--- src/hdl/htfc_pkg.sv ---
`timescale 1ns / 1ps
// ----------------------------------------------------------------------------
// htfc_pkg: shared types, constants and the CRC function
// Item types, scaling constants and the CRC-8 byte update used by the sensor
// frame check and convert block.
// ----------------------------------------------------------------------------
package htfc_pkg;

    localparam int RAW_W   = 16;
    localparam int SCALE_W = 15;
    localparam int PROD_W  = RAW_W + SCALE_W;
    localparam int READ_W  = 15;
    localparam int DIFF_W  = READ_W + 1;

    localparam logic [7:0]         CRC_POLY    = 8'h31;
    localparam logic [RAW_W-1:0]   STATUS_MASK = 16'hFFFC;
    localparam logic [SCALE_W-1:0] HUM_SCALE   = 15'd12500;
    localparam logic [SCALE_W-1:0] TEMP_SCALE  = 15'd17572;
    localparam logic signed [DIFF_W-1:0] HUM_OFFSET  = 16'sd600;
    localparam logic signed [DIFF_W-1:0] TEMP_OFFSET = 16'sd4685;
    localparam logic signed [DIFF_W-1:0] HUM_MAX     = 16'sd10000;

    localparam logic KIND_HUM  = 1'b0;
    localparam logic KIND_TEMP = 1'b1;

    typedef struct packed {
        logic       kind;
        logic [7:0] data_high;
        logic [7:0] data_low;
        logic [7:0] check_byte;
    } t_in_item;

    typedef struct packed {
        logic                     crc_error;
        logic [RAW_W-1:0]         raw_masked;
        logic signed [READ_W-1:0] reading_centi;
    } t_out_item;

    function automatic logic [7:0] crc8_byte(input logic [7:0] crc_in,
                                             input logic [7:0] data);
        logic [7:0] c;
        c = crc_in ^ data;
        for (int i = 0; i < 8; i++) begin
            if (c[7]) begin
                c = {c[6:0], 1'b0} ^ CRC_POLY;
            end else begin
                c = {c[6:0], 1'b0};
            end
        end
        return c;
    endfunction

endpackage

--- src/hdl/htfc_scale.sv ---
`timescale 1ns / 1ps
// ----------------------------------------------------------------------------
// htfc_scale: fixed-point scaling of the raw word
// Registers the constant product of the raw word, then subtracts the offset
// and clamps humidity; the result is combinational from the product stage.
// ----------------------------------------------------------------------------
module htfc_scale (
    input  logic                                  i_clk,
    input  logic                                  i_kind,
    input  logic [htfc_pkg::RAW_W-1:0]            i_raw,
    output logic signed [htfc_pkg::READ_W-1:0]    o_reading
);

    logic [htfc_pkg::SCALE_W-1:0] scale;
    logic [htfc_pkg::PROD_W-1:0]  n_prod;
    logic [htfc_pkg::PROD_W-1:0]  r_prod;
    logic                         r_kind;
    logic signed [htfc_pkg::DIFF_W-1:0] whole;
    logic signed [htfc_pkg::DIFF_W-1:0] diff;
    logic signed [htfc_pkg::DIFF_W-1:0] clamped;

    assign scale  = (i_kind == htfc_pkg::KIND_TEMP) ? htfc_pkg::TEMP_SCALE
                                                    : htfc_pkg::HUM_SCALE;
    assign n_prod = htfc_pkg::PROD_W'(i_raw) * htfc_pkg::PROD_W'(scale);

    always_ff @(posedge i_clk) begin
        r_prod <= n_prod;
        r_kind <= i_kind;
    end

    assign whole = $signed({1'b0, r_prod[htfc_pkg::PROD_W-1:htfc_pkg::RAW_W]});

    always_comb begin
        if (r_kind == htfc_pkg::KIND_TEMP) begin
            diff    = whole - htfc_pkg::TEMP_OFFSET;
            clamped = diff;
        end else begin
            diff = whole - htfc_pkg::HUM_OFFSET;
            priority if (diff < 0) begin
                clamped = '0;
            end else if (diff > htfc_pkg::HUM_MAX) begin
                clamped = htfc_pkg::HUM_MAX;
            end else begin
                clamped = diff;
            end
        end
    end

    assign o_reading = clamped[htfc_pkg::READ_W-1:0];

endmodule

--- src/hdl/humidity_temp_frame_check_convert_core.sv ---
`timescale 1ns / 1ps
// ----------------------------------------------------------------------------
// humidity_temp_frame_check_convert_core: sensor reply check and conversion
// Checks the CRC-8 of a two-byte sensor reply and scales the masked word to
// hundredths of a percent or a degree.
// ----------------------------------------------------------------------------
// Usage:
// An item is taken at each rising edge where start is high and busy is low.
// Busy never rises, so a new item may be offered in every cycle.
// Each result appears on o_result for one cycle with o_strobe high, after
// the stage one, two and three registers, in the order the items came in.
// Throughput is one item per cycle. Stage one runs the CRC over the high
// byte and masks the status bits, stage two finishes the CRC over the low
// byte and registers the constant product, stage three subtracts the
// offset, clamps humidity and zeroes the values of a failed reply.
// The receiver cannot stall; a result not taken in its cycle is gone.
// Reset clears the stage valid bits, so no strobe follows reset until a
// new item is taken. The data registers are not reset.
// ----------------------------------------------------------------------------
module humidity_temp_frame_check_convert_core (
    input  logic                 i_clk,
    input  logic                 i_rst_n,
    input  logic                 start,
    output logic                 busy,
    input  htfc_pkg::t_in_item   i_item,
    output logic                 o_strobe,
    output htfc_pkg::t_out_item  o_result
);

    logic accept;

    logic                         r_v1;
    logic [7:0]                   r_crc1;
    logic [7:0]                   r_low1;
    logic [7:0]                   r_chk1;
    logic [htfc_pkg::RAW_W-1:0]   r_raw1;
    logic                         r_kind1;
    logic [7:0]                   n_crc1;

    logic                         r_v2;
    logic                         r_err2;
    logic [htfc_pkg::RAW_W-1:0]   r_raw2;
    logic                         n_err2;

    logic                                 r_v3;
    htfc_pkg::t_out_item                  r_out3;
    htfc_pkg::t_out_item                  n_out3;
    logic signed [htfc_pkg::READ_W-1:0]   reading;

    assign busy   = 1'b0;
    assign accept = start && !busy;
    assign n_crc1 = htfc_pkg::crc8_byte(8'h00, i_item.data_high);

    always_ff @(posedge i_clk) begin
        if (!i_rst_n) begin
            r_v1 <= 1'b0;
            r_v2 <= 1'b0;
            r_v3 <= 1'b0;
        end else begin
            r_v1 <= accept;
            r_v2 <= r_v1;
            r_v3 <= r_v2;
        end
    end

    always_ff @(posedge i_clk) begin
        r_crc1  <= n_crc1;
        r_low1  <= i_item.data_low;
        r_chk1  <= i_item.check_byte;
        r_raw1  <= {i_item.data_high, i_item.data_low} & htfc_pkg::STATUS_MASK;
        r_kind1 <= i_item.kind;
        r_err2  <= n_err2;
        r_raw2  <= r_raw1;
        r_out3  <= n_out3;
    end

    assign n_err2 = htfc_pkg::crc8_byte(r_crc1, r_low1) != r_chk1;

    htfc_scale u_scale (
        .i_clk     (i_clk),
        .i_kind    (r_kind1),
        .i_raw     (r_raw1),
        .o_reading (reading)
    );

    always_comb begin
        n_out3.crc_error = r_err2;
        if (r_err2) begin
            n_out3.raw_masked    = '0;
            n_out3.reading_centi = '0;
        end else begin
            n_out3.raw_masked    = r_raw2;
            n_out3.reading_centi = reading;
        end
    end

    assign o_strobe = r_v3;
    assign o_result = r_out3;

`ifndef SYNTHESIS
    a_strobe_follows: assert property (@(posedge i_clk) disable iff (!i_rst_n)
        r_v2 |=> o_strobe)
        else $error("stage two item did not reach the output");

    a_error_zero: assert property (@(posedge i_clk) disable iff (!i_rst_n)
        (o_strobe && o_result.crc_error) |->
            (o_result.raw_masked == '0 && o_result.reading_centi == '0))
        else $error("failed reply carries nonzero values");

    a_status_clear: assert property (@(posedge i_clk) disable iff (!i_rst_n)
        o_strobe |-> (o_result.raw_masked[1:0] == 2'b00))
        else $error("status bits not cleared");

    a_latency: assert property (@(posedge i_clk) disable iff (!i_rst_n)
        r_v1 |-> ##2 o_strobe)
        else $error("item latency is not three cycles");
`endif

endmodule

--- config.mk ---
export PLATFORM = sky130hd
export DESIGN_NAME = humidity_temp_frame_check_convert_core
export DESIGN_NICKNAME = d
export VERILOG_FILES = /design/src/hdl/htfc_pkg.sv /design/src/hdl/htfc_scale.sv /design/src/hdl/humidity_temp_frame_check_convert_core.sv
export SDC_FILE = /design/constraint.sdc
export NUM_CORES = 1
export LEC_CHECK = 0
export BUFFER_PORTS_ARGS = -buffer_cell sky130_fd_sc_hd__buf_2
export CAP_MARGIN = 25
export CORE_UTILIZATION = 39
export CTS_CLUSTER_DIAMETER = 50
export DETAILED_ROUTE_END_ITERATION = 10
export GPL_ROUTABILITY_DRIVEN = 0
export PLACE_DENSITY = 0.66
export SYNTH_ARGS = -nofsm -noshare
export SYNTH_HDL_FRONTEND = slang
export SYNTH_HIERARCHICAL = 1
export SYNTH_SLANG_ARGS = --single-unit
--- constraint.sdc ---
create_clock -name i_clk -period 11.7 [get_ports i_clk]
set_input_delay 1.17 -clock i_clk [delete_from_list [all_inputs] [get_ports i_clk]]
set_output_delay 1.17 -clock i_clk [all_outputs]
set_load 0.01 [all_outputs]
# After elaboration in Yosys (flattened, before gate mapping)
# Index checks and enable logic that the tools add are counted.
# Widths: inputs -> output; s select.
classes:
  addsub: 2
  multipliers: 1
  magnitude_cmp: 2
  eq_ne: 1
  n_mux: 20
  bitwise_logic: 17
op_table:
  columns: ["op", "n"]
  rows:
  - ["$mux 6", 16]
  - ["$mux 15", 4]
  - ["$not 3->3", 16]
  - ["$mul 14x15->29", 1]
  - ["$gt 16x15->1 const B", 1]
  - ["$lt 16x1->1 const B", 1]
  - ["$sub 15x10->16 const B", 1]
  - ["$sub 15x13->15 const B", 1]
  - ["$ne 8x8->1", 1]
  - ["$xor 8x8->8", 1]
word_totals:
  reg_bits: 117
  inputBits: 28
  output_inout_bits: 34
  wordCells: 59

# Logic depth before layout (Yosys ltp)
# Gate-level depths: netlist (run 1).
depth:
  depth_word: 18
  mapped_depth: 22
  ltp_nobuf: 20

# Cells and area by module
# The synthesis (run 1) kept the hierarchy.
modules_own_cells:
  columns: ["module", "n_inst", "cells_each", "area_per_inst_um2", "seq_area_each_um2"]
  rows:
  - ["htfc_scale", 1, 669, 5789.3, 320.3]
  - ["humidity_temp_frame_check_convert_core", 1, 162, 2265.9, 1621.6]

# Worst setup path after synthesis (run 1)
# Ideal clock, no wire load.
synth_timing:
  path_type: "reg-to-reg"
  from: "register r_kind1"
  to: "register u_scale/r_prod[28] (netlist name)"
  setup_time_ns: 0.062
  arrival_time_ns: 5.273
  t_required_ns: 11.638
  setup_slack_ns: 6.365
  stages_incl_launch_ff: 22
  n_path_buf: 2
  synth_period_minus_slack_ns: 5.335
  cell_sequence: "dfxtp_1 clkbuf_1 nor2_1 nor2_1 inv_1 ha_1 fa_1 inv_1 fa_1 fa_1 inv_1 fa_1 ha_1 ha_1 clkbuf_1 nand2_1 o21ai_1 a21o_1 a21oi_1 a31oi_1 or4_1 nand3_1"
synth_via:
  elab_chain_len: 2
synth_rtl:
  columns: ["element", "line", "rtl"]
  rows:
  - ["start, declared", "humidity_temp_frame_check_convert_core.sv:37", "logic r_kind1;"]
  - ["start signal, assigned", "humidity_temp_frame_check_convert_core.sv:71", "r_kind1 <= i_item.kind;"]
  - ["$mux 15", "htfc_scale.sv:22", "assign scale = (i_kind == htfc_pkg::KIND_TEMP) ? htfc_pkg::TEMP_SCALE"]
  - ["$mul 14x15->29", "htfc_scale.sv:24", "assign n_prod = htfc_pkg::PROD_W'(i_raw) * htfc_pkg::PROD_W'(scale);"]
  - ["net u_scale.n_prod, one bit", "htfc_scale.sv:15", "logic [htfc_pkg::PROD_W-1:0] n_prod;"]
  - ["end signal, assigned", "htfc_scale.sv:27", "r_prod <= n_prod;"]
  - ["end, declared", "htfc_scale.sv:16", "logic [htfc_pkg::PROD_W-1:0] r_prod;"]
# The timed path passes the listed nets, and every way through them passes these cells.
# A chain may end at the register's enable or synchronous reset.

# Worst setup path after layout (run 1)
# Same ends and word-level chain as after synthesis.

==> metrics.txt, run 1 <==
status finished clean; worst-case clock buffer depth 2; uppermost layer routed met4; CP bufs+invs 4; reg2reg setup slack 5.89 ns; CTS Buf Count 9; yosys warns 6; syn avg cell area 9.69 µm²; power density over the cells 242 mW/mm²; Leakage 4.45 nW; Crit Path Max Fanout 45; RSZ-0062 raised after global routing no; synthesized area 0.00806 mm²; Detail Route Antenna Nets 0; Top Family by Delay on Critical Path adder cells; Inserted Diodes 0; H-tree depth 3; NumNets Final 1110; Die Y 146 µm; core area 0.0202 mm²; GRT Util Overall 16.1%; Slew @ Worst Pin 0.944 ns; ranking of synthesized cells by area dfxtp_1 24%, fa_1 19%, ha_1 19%; num rows 52; Clock Skew 0.0123 ns; post-synthesis register bit count 97; layout cells sized above 1 10.7%; Starting Density 39.8%; FF-to-FF path depth 20; Post-synth EDFFs 0; # hold bufs at CTS 0; Area Growth Syn to Fin 10.6%; vias 5625; Worst setup EP type register; area leader, netlist dfxtp_1; top_reg_cell synth dfxtp_1; via/cell ratio 4.84; Hold Path Depth 0; met2 routed WL 7.57 mm; synthesized instance count 831; antenna violations before repair 0; Synth async-reset ratio 0%; post-place setup slack 5.89 ns; Peak VDD IR 129 µV; post-cts resize count 0; Crit path top cell by count fa_1; met3 WL 576 µm; largest net degree at the start of global routing 46; Clock Sinks 97; Critical Path RT 11.99 ns; clk root buf clkbuf_16; max cap viols 0; Slew HR 37.0%; Final period util 49.6%; crit path max-delay cell type fa_1; WP data arrival 6.10 ns; Final WS setup 5.89 ns; GRT overflow 0; Final Hold Fails 0; vias in the first global route 5583; port buffer count 58; startpoint types register; First-pass DRT Iterations 5; post-detail-place hpwl 13.6 mm; I/O pin count 62; slowest stage delay, CP 0.55 ns; Worst-Skew Late Latency 0.35 ns; critical-path cell list buf_4 -> nor2_1 -> nor2_1 -> inv_1 -> ha_1 -> fa_1 -> inv_1 -> fa_1 -> inv_1 -> fa_1 -> fa_1 -> ha_1 -> ha_1 -> a21oi_1 -> o21ai_1 -> a21o_1 -> a21oi_1 -> a31oi_1 -> or4_1 -> nand3_1; critical path type reg -> reg; min-delay src r_raw1[15]$_DFF_P_; WHS Endpoint r_raw2[15]$_DFF_P_; drc violations 0; reg-to-reg endpoint u_scale/r_prod[28]$_DFF_P_; Slew Limit Fails 0; CTS clk-pin slew, worst paths 0.08 ns; chip width 146 µm; f_max 172 MHz; sequential element share of the synthesized area 24.1%; final setup vio count 0; final setup TNS 0 ns; FF-to-FF Start r_kind1$_DFF_P_; Yosys cell types 74; 1st-iter DRT viols 254; worst hold path type reg -> reg; final wirelength 16.1 mm; first-pass GRT wire length 27.5 mm; Die Area 0.0212 mm²; WL/cell 13.9 µm; fin crit period 5.81 ns; Synth top area share 24.1%; Metal-1 WL 7.74 mm; postcts setup bufs 0; CTS tree built
==> layout by cell type, fill, tap and decap left out, types with 4 or more instances in the layout <==
master	netlist	routed
o21ai_1	7	7
nor3_1	12	12
xor2_1	16	16
clkbuf_16	0	9
and2_1	24	24
nor2b_1	33	33
or2_2	7	7
conb_1	3	26
o21a_1	5	5
xnor2_1	40	40
nor2_1	53	53
nand2_1	24	24
dfxtp_1	97	97
and3_1	4	4
o211ai_1	6	6
a21o_1	6	6
inv_1	121	121
a21oi_1	29	29
o21ai_0	16	16
ha_1	120	120
buf_2	2	58
nand4_1	4	4
fa_1	76	76
nand2b_1	6	6
a21boi_1	6	6
nand3_1	10	10
a31oi_1	7	7
==> stage by stage <==
stage	total power (W)	utilization, %	hold WS [ns]	cells	area [µm²]
2_1_floorplan	0.00154	-	0.347	854	8140
3_3_place_gp	0.00185	42.5	0.388	1145	8610
3_5_place_dp	0.00186	42.5	0.380	1145	8610
4_1_cts	0.00217	44.0	0.396	1161	8910
5_1_grt	0.00239	44.0	0.410	1161	8910
6_report	0.00216	44.0	0.396	1161	8910
==> state kept, by name (all words and copies together) (netlist names) <==
name and flops:
r_raw1 9, u_scale/r_kind 1, r_v1 1, u_scale/r_prod 15, r_low1 7, o_result 30
r_crc1 8, r_err2 1, r_v2 1, o_strobe 1, r_chk1 8, r_kind1 1
r_raw2 14
==> power breakdown <==
part | leakage (nW) | switching (W) | total, W | internal [W]
sequential | 0.806 | 0.0000812 | 0.000468 | 0.000387
clock | 0.150 | 0.000139 | 0.000291 | 0.000152
combinational | 3.50 | 0.000794 | 0.00140 | 0.000602
==> layout make-up <==
cell class              count  area [µm²]
well taps                 270         338
clock buffers               9         225
flip-flops and latches     97        1940
inverters                 124         465
clock inverters             7        81.3
repair buffers             59         298
fillers                  1905       11300
multi-input cells         595        5560
==> worst max-delay path by stage <==
stage	cells after the start	to	startpoint
final	20	u_scale/r_prod[28]$_DFF_P_	r_kind1$_DFF_P_
after global routing	20	u_scale/r_prod[28]$_DFF_P_	r_kind1$_DFF_P_
after CTS	20	u_scale/r_prod[28]$_DFF_P_	r_kind1$_DFF_P_
after detailed placement	20	u_scale/r_prod[28]$_DFF_P_	r_kind1$_DFF_P_
after global placement	20	u_scale/r_prod[28]$_DFF_P_	r_kind1$_DFF_P_
after floorplan	21	u_scale/r_prod[28]$_DFF_P_	r_kind1$_DFF_P_
==> layer usage <==
metal,track usage [%],up-vias
met5,0,-
met4,4.16,0
met3,1.63,14
met2,26.5,119
met1,22.6,2685
li1,-,2807
==> logic make-up after synthesis <==
kind of cell	share of synthesized area, %
adder cells (fa/ha/maj)	37.5
AND/OR/NAND/NOR	12.4
flip-flops	24.1
buffers and inverters	7.91
other	0.140
AO/OA/AOI/OAI	10.4
XOR/XNOR	7.18
multiplexers	0.373
==> cell usage after synthesis, types with 7 or more instances <==
master	n
a31oi_1	7
nor2b_1	33
nand2_1	24
xnor2_1	40
or2_2	7
nor3_1	12
xor2_1	16
a21oi_1	29
and2_1	24
nand3_1	10
clkbuf_1	31
dfxtp_1	97
inv_1	121
fa_1	76
o21ai_0	16
ha_1	120
o21ai_1	7
nor2_1	53
(Power assumes the default switching activity.)
==> run 2, diff against run 1 <==
--- a/config.mk
+++ b/config.mk
@@ -11,7 +11,7 @@
 export CTS_CLUSTER_DIAMETER = 50
 export DETAILED_ROUTE_END_ITERATION = 10
 export GPL_ROUTABILITY_DRIVEN = 0
-export PLACE_DENSITY = 0.66
+export PLACE_DENSITY = 0.68
 export SYNTH_ARGS = -nofsm -noshare
 export SYNTH_HDL_FRONTEND = slang
 export SYNTH_HIERARCHICAL = 1
==> constraint.sdc (replaced) <==
create_clock -name i_clk -period 5.1 [get_ports i_clk]
set_input_delay 0.51 -clock i_clk [delete_from_list [all_inputs] [get_ports i_clk]]
set_output_delay 0.51 -clock i_clk [all_outputs]
set_load 0.01 [all_outputs]
==> metrics.txt, run 2 (synthesis results as in run 1) <==
post-detail-place hpwl 13.9 mm (was 13.6 mm); Starting Density 39.8% (unchanged); worst hold path type in -> reg (was reg -> reg); WP data arrival 5.45 ns (was 6.10 ns); Slew @ Worst Pin 0.935 ns (was 0.944 ns); final setup vio count 2 (was 0); final wirelength 17.5 mm (was 16.1 mm); Area Growth Syn to Fin 25.1% (was 10.6%); Final Hold Fails 0 (unchanged); Hold Path Depth 1 (was 0); GRT overflow 0 (unchanged); Die Area 0.0212 mm² (unchanged); First-pass DRT Iterations 5 (unchanged); Clock Skew 0.0158 ns (was 0.0123 ns); Worst-Skew Late Latency 0.35 ns (about the same); 1st-iter DRT viols 262 (was 254); chip width 146 µm (unchanged); # hold bufs at CTS 0 (unchanged); commonest non-fill, non-tap cells in the layout 112 x inv_1, 104 x ha_1, 91 x dfxtp_1 (was 121 x inv_1, 120 x ha_1, 97 x dfxtp_1); Detail Route Antenna Nets 0 (unchanged); Worst setup EP type register (unchanged); vias in the first global route 6021 (was 5583); Crit Path Max Fanout 5 (was 45); WL/cell 14.0 µm (was 13.9 µm); critical path type reg -> reg (unchanged); first-pass GRT wire length 28.5 mm (was 27.5 mm); Leakage 4.92 nW (was 4.45 nW); Slew HR 37.6% (was 37.0%); vias 6034 (was 5625); status finished, violations left (was finished clean); CTS tree built (unchanged); FF-to-FF path depth 18 (was 20); RSZ-0062 raised after global routing yes (was no); worst setup path start r_kind1$_DFF_P_ (unchanged); multi-input logic area 0.00601 mm² (was 0.00556 mm²); f_max 193 MHz (was 172 MHz); power density over the cells 622 mW/mm² (was 242 mW/mm²); Critical Path RT 5.38 ns (was 11.99 ns); I/O pin count 62 (unchanged); fillers 1789 (was 1905); GRT Util Overall 16.4% (was 16.1%); drc violations 0 (unchanged); H-tree depth 3 (unchanged); min-delay src i_item[3] (was r_raw1[15]$_DFF_P_); max reg flops 30 (unchanged); max cap viols 0 (unchanged); num rows 52 (unchanged); layout cells sized above 1 27.0% (was 10.7%); port buffer count 58 (unchanged); Peak VDD IR 359 µV (was 129 µV); most common cell after layout, fill and taps aside inv_1 (unchanged); Final period util 101% (was 49.6%); via/cell ratio 4.83 (was 4.84); startpoint types register (unchanged); Final WS setup -0.0756 ns (was 5.89 ns); worst-case clock buffer depth 2 (unchanged); antenna violations before repair 1 (was 0); final setup TNS -0.103 ns (was 0 ns); post-place setup slack -0.202 ns (was 5.89 ns); Slew Limit Fails 0 (unchanged); reg2reg setup slack -0.08 ns (was 5.89 ns); Clock Sinks 97 (unchanged); Die Y 146 µm (unchanged); FF+latch area 0.00195 mm² (was 0.00194 mm²); core area 0.0202 mm² (unchanged); largest net degree at the start of global routing 31 (was 46); WHS Endpoint r_chk1[3]$_DFF_P_ (was r_raw2[15]$_DFF_P_); CTS Buf Count 9 (unchanged); fin crit period 5.18 ns (was 5.81 ns); CTS clk-pin slew, worst paths 0.08 ns (about the same); failing checks negative setup slack; reg-to-reg endpoint u_scale/r_prod[28]$_DFF_P_ (unchanged); NumNets Final 1197 (was 1110); FF-to-FF Start r_kind1$_DFF_P_ (unchanged); clk root buf clkbuf_16 (unchanged)
[run 2: cell types whose count changed in the layout (fill, tap and decap cells not counted), sizes merged]
cell,before,now
diode,0,1
buf,59,145
clkbuf,9,10
[run 2: stage by stage]
stage	instances	hold WS, ns	total power, W	instance area [µm²]	utilization, %
5_1_grt	1249	0.249	0.00679	10100	49.8
3_5_place_dp	1221	0.381	0.00475	9220	45.6
4_1_cts	1242	0.248	0.00577	9750	48.2
6_report	1249	0.255	0.00627	10100	49.8
3_3_place_gp	1221	0.382	0.00470	9220	45.6
2_1_floorplan	854	0.347	0.00362	8200	-
[run 2: layout make-up]
type	count	area share [%]
Clock inverter	7	0.807
Tap cell	270	3.35
Multi-Input combinational cell	595	59.6
Inverter	124	4.62
Clock buffer	9	2.23
Sequential cell	97	19.4
Timing Repair Buffer	146	9.93
Antenna cell	1	0.0248
[run 2: worst max-delay path, cell delays in order, from the launching register on]
cell,delay (ns)
dfxtp_4,0.39
buf_12,0.14
and2_1,0.15
or2_4,0.24
inv_2,0.06
fa_1,0.42
inv_1,0.08
fa_1,0.46
fa_2,0.59
fa_1,0.45
ha_4,0.30
ha_4,0.20
a21o_1,0.18
a221o_1,0.37
a31oi_2,0.19
a2111o_1,0.25
a31oi_2,0.12
or4_4,0.43
nand3_2,0.08
[run 2: per-layer routing]
metal	vias to the layer above	track usage (%)	part of all wire (%)
met4	0	4.53	2.1
li1	2972	-	-
met3	24	1.88	2.9
met2	121	27.1	48
met1	2917	22.7	47
met5	-	0	0
[run 2: power breakdown]
group          total [W]  internal, W  switching [W]
clock network   0.000676     0.000350       0.000326
logic            0.00452      0.00226        0.00226
registers        0.00107     0.000888       0.000179
total            0.00627      0.00350        0.00276
[run 2: repair_timing]
item,4_1_cts,5_1_grt
resized for setup,43,51
setup endpoints to repair,13,14
gates cloned,0,1
setup buffers,5,5
pin swaps,49,31
[run 2: worst max-delay path by stage]
stage	endpoint	slack, ns	depth (start not counted)
2_1_floorplan	u_scale/r_prod[28]$_DFF_P_	0.001	20
3_3_place_gp	u_scale/r_prod[28]$_DFF_P_	-0.17	18
3_5_place_dp	u_scale/r_prod[28]$_DFF_P_	-0.20	18
4_1_cts	u_scale/r_prod[28]$_DFF_P_	-0.1	20
5_1_grt	u_scale/r_prod[28]$_DFF_P_	-0.21	18
6_report	u_scale/r_prod[28]$_DFF_P_	-0.08	18
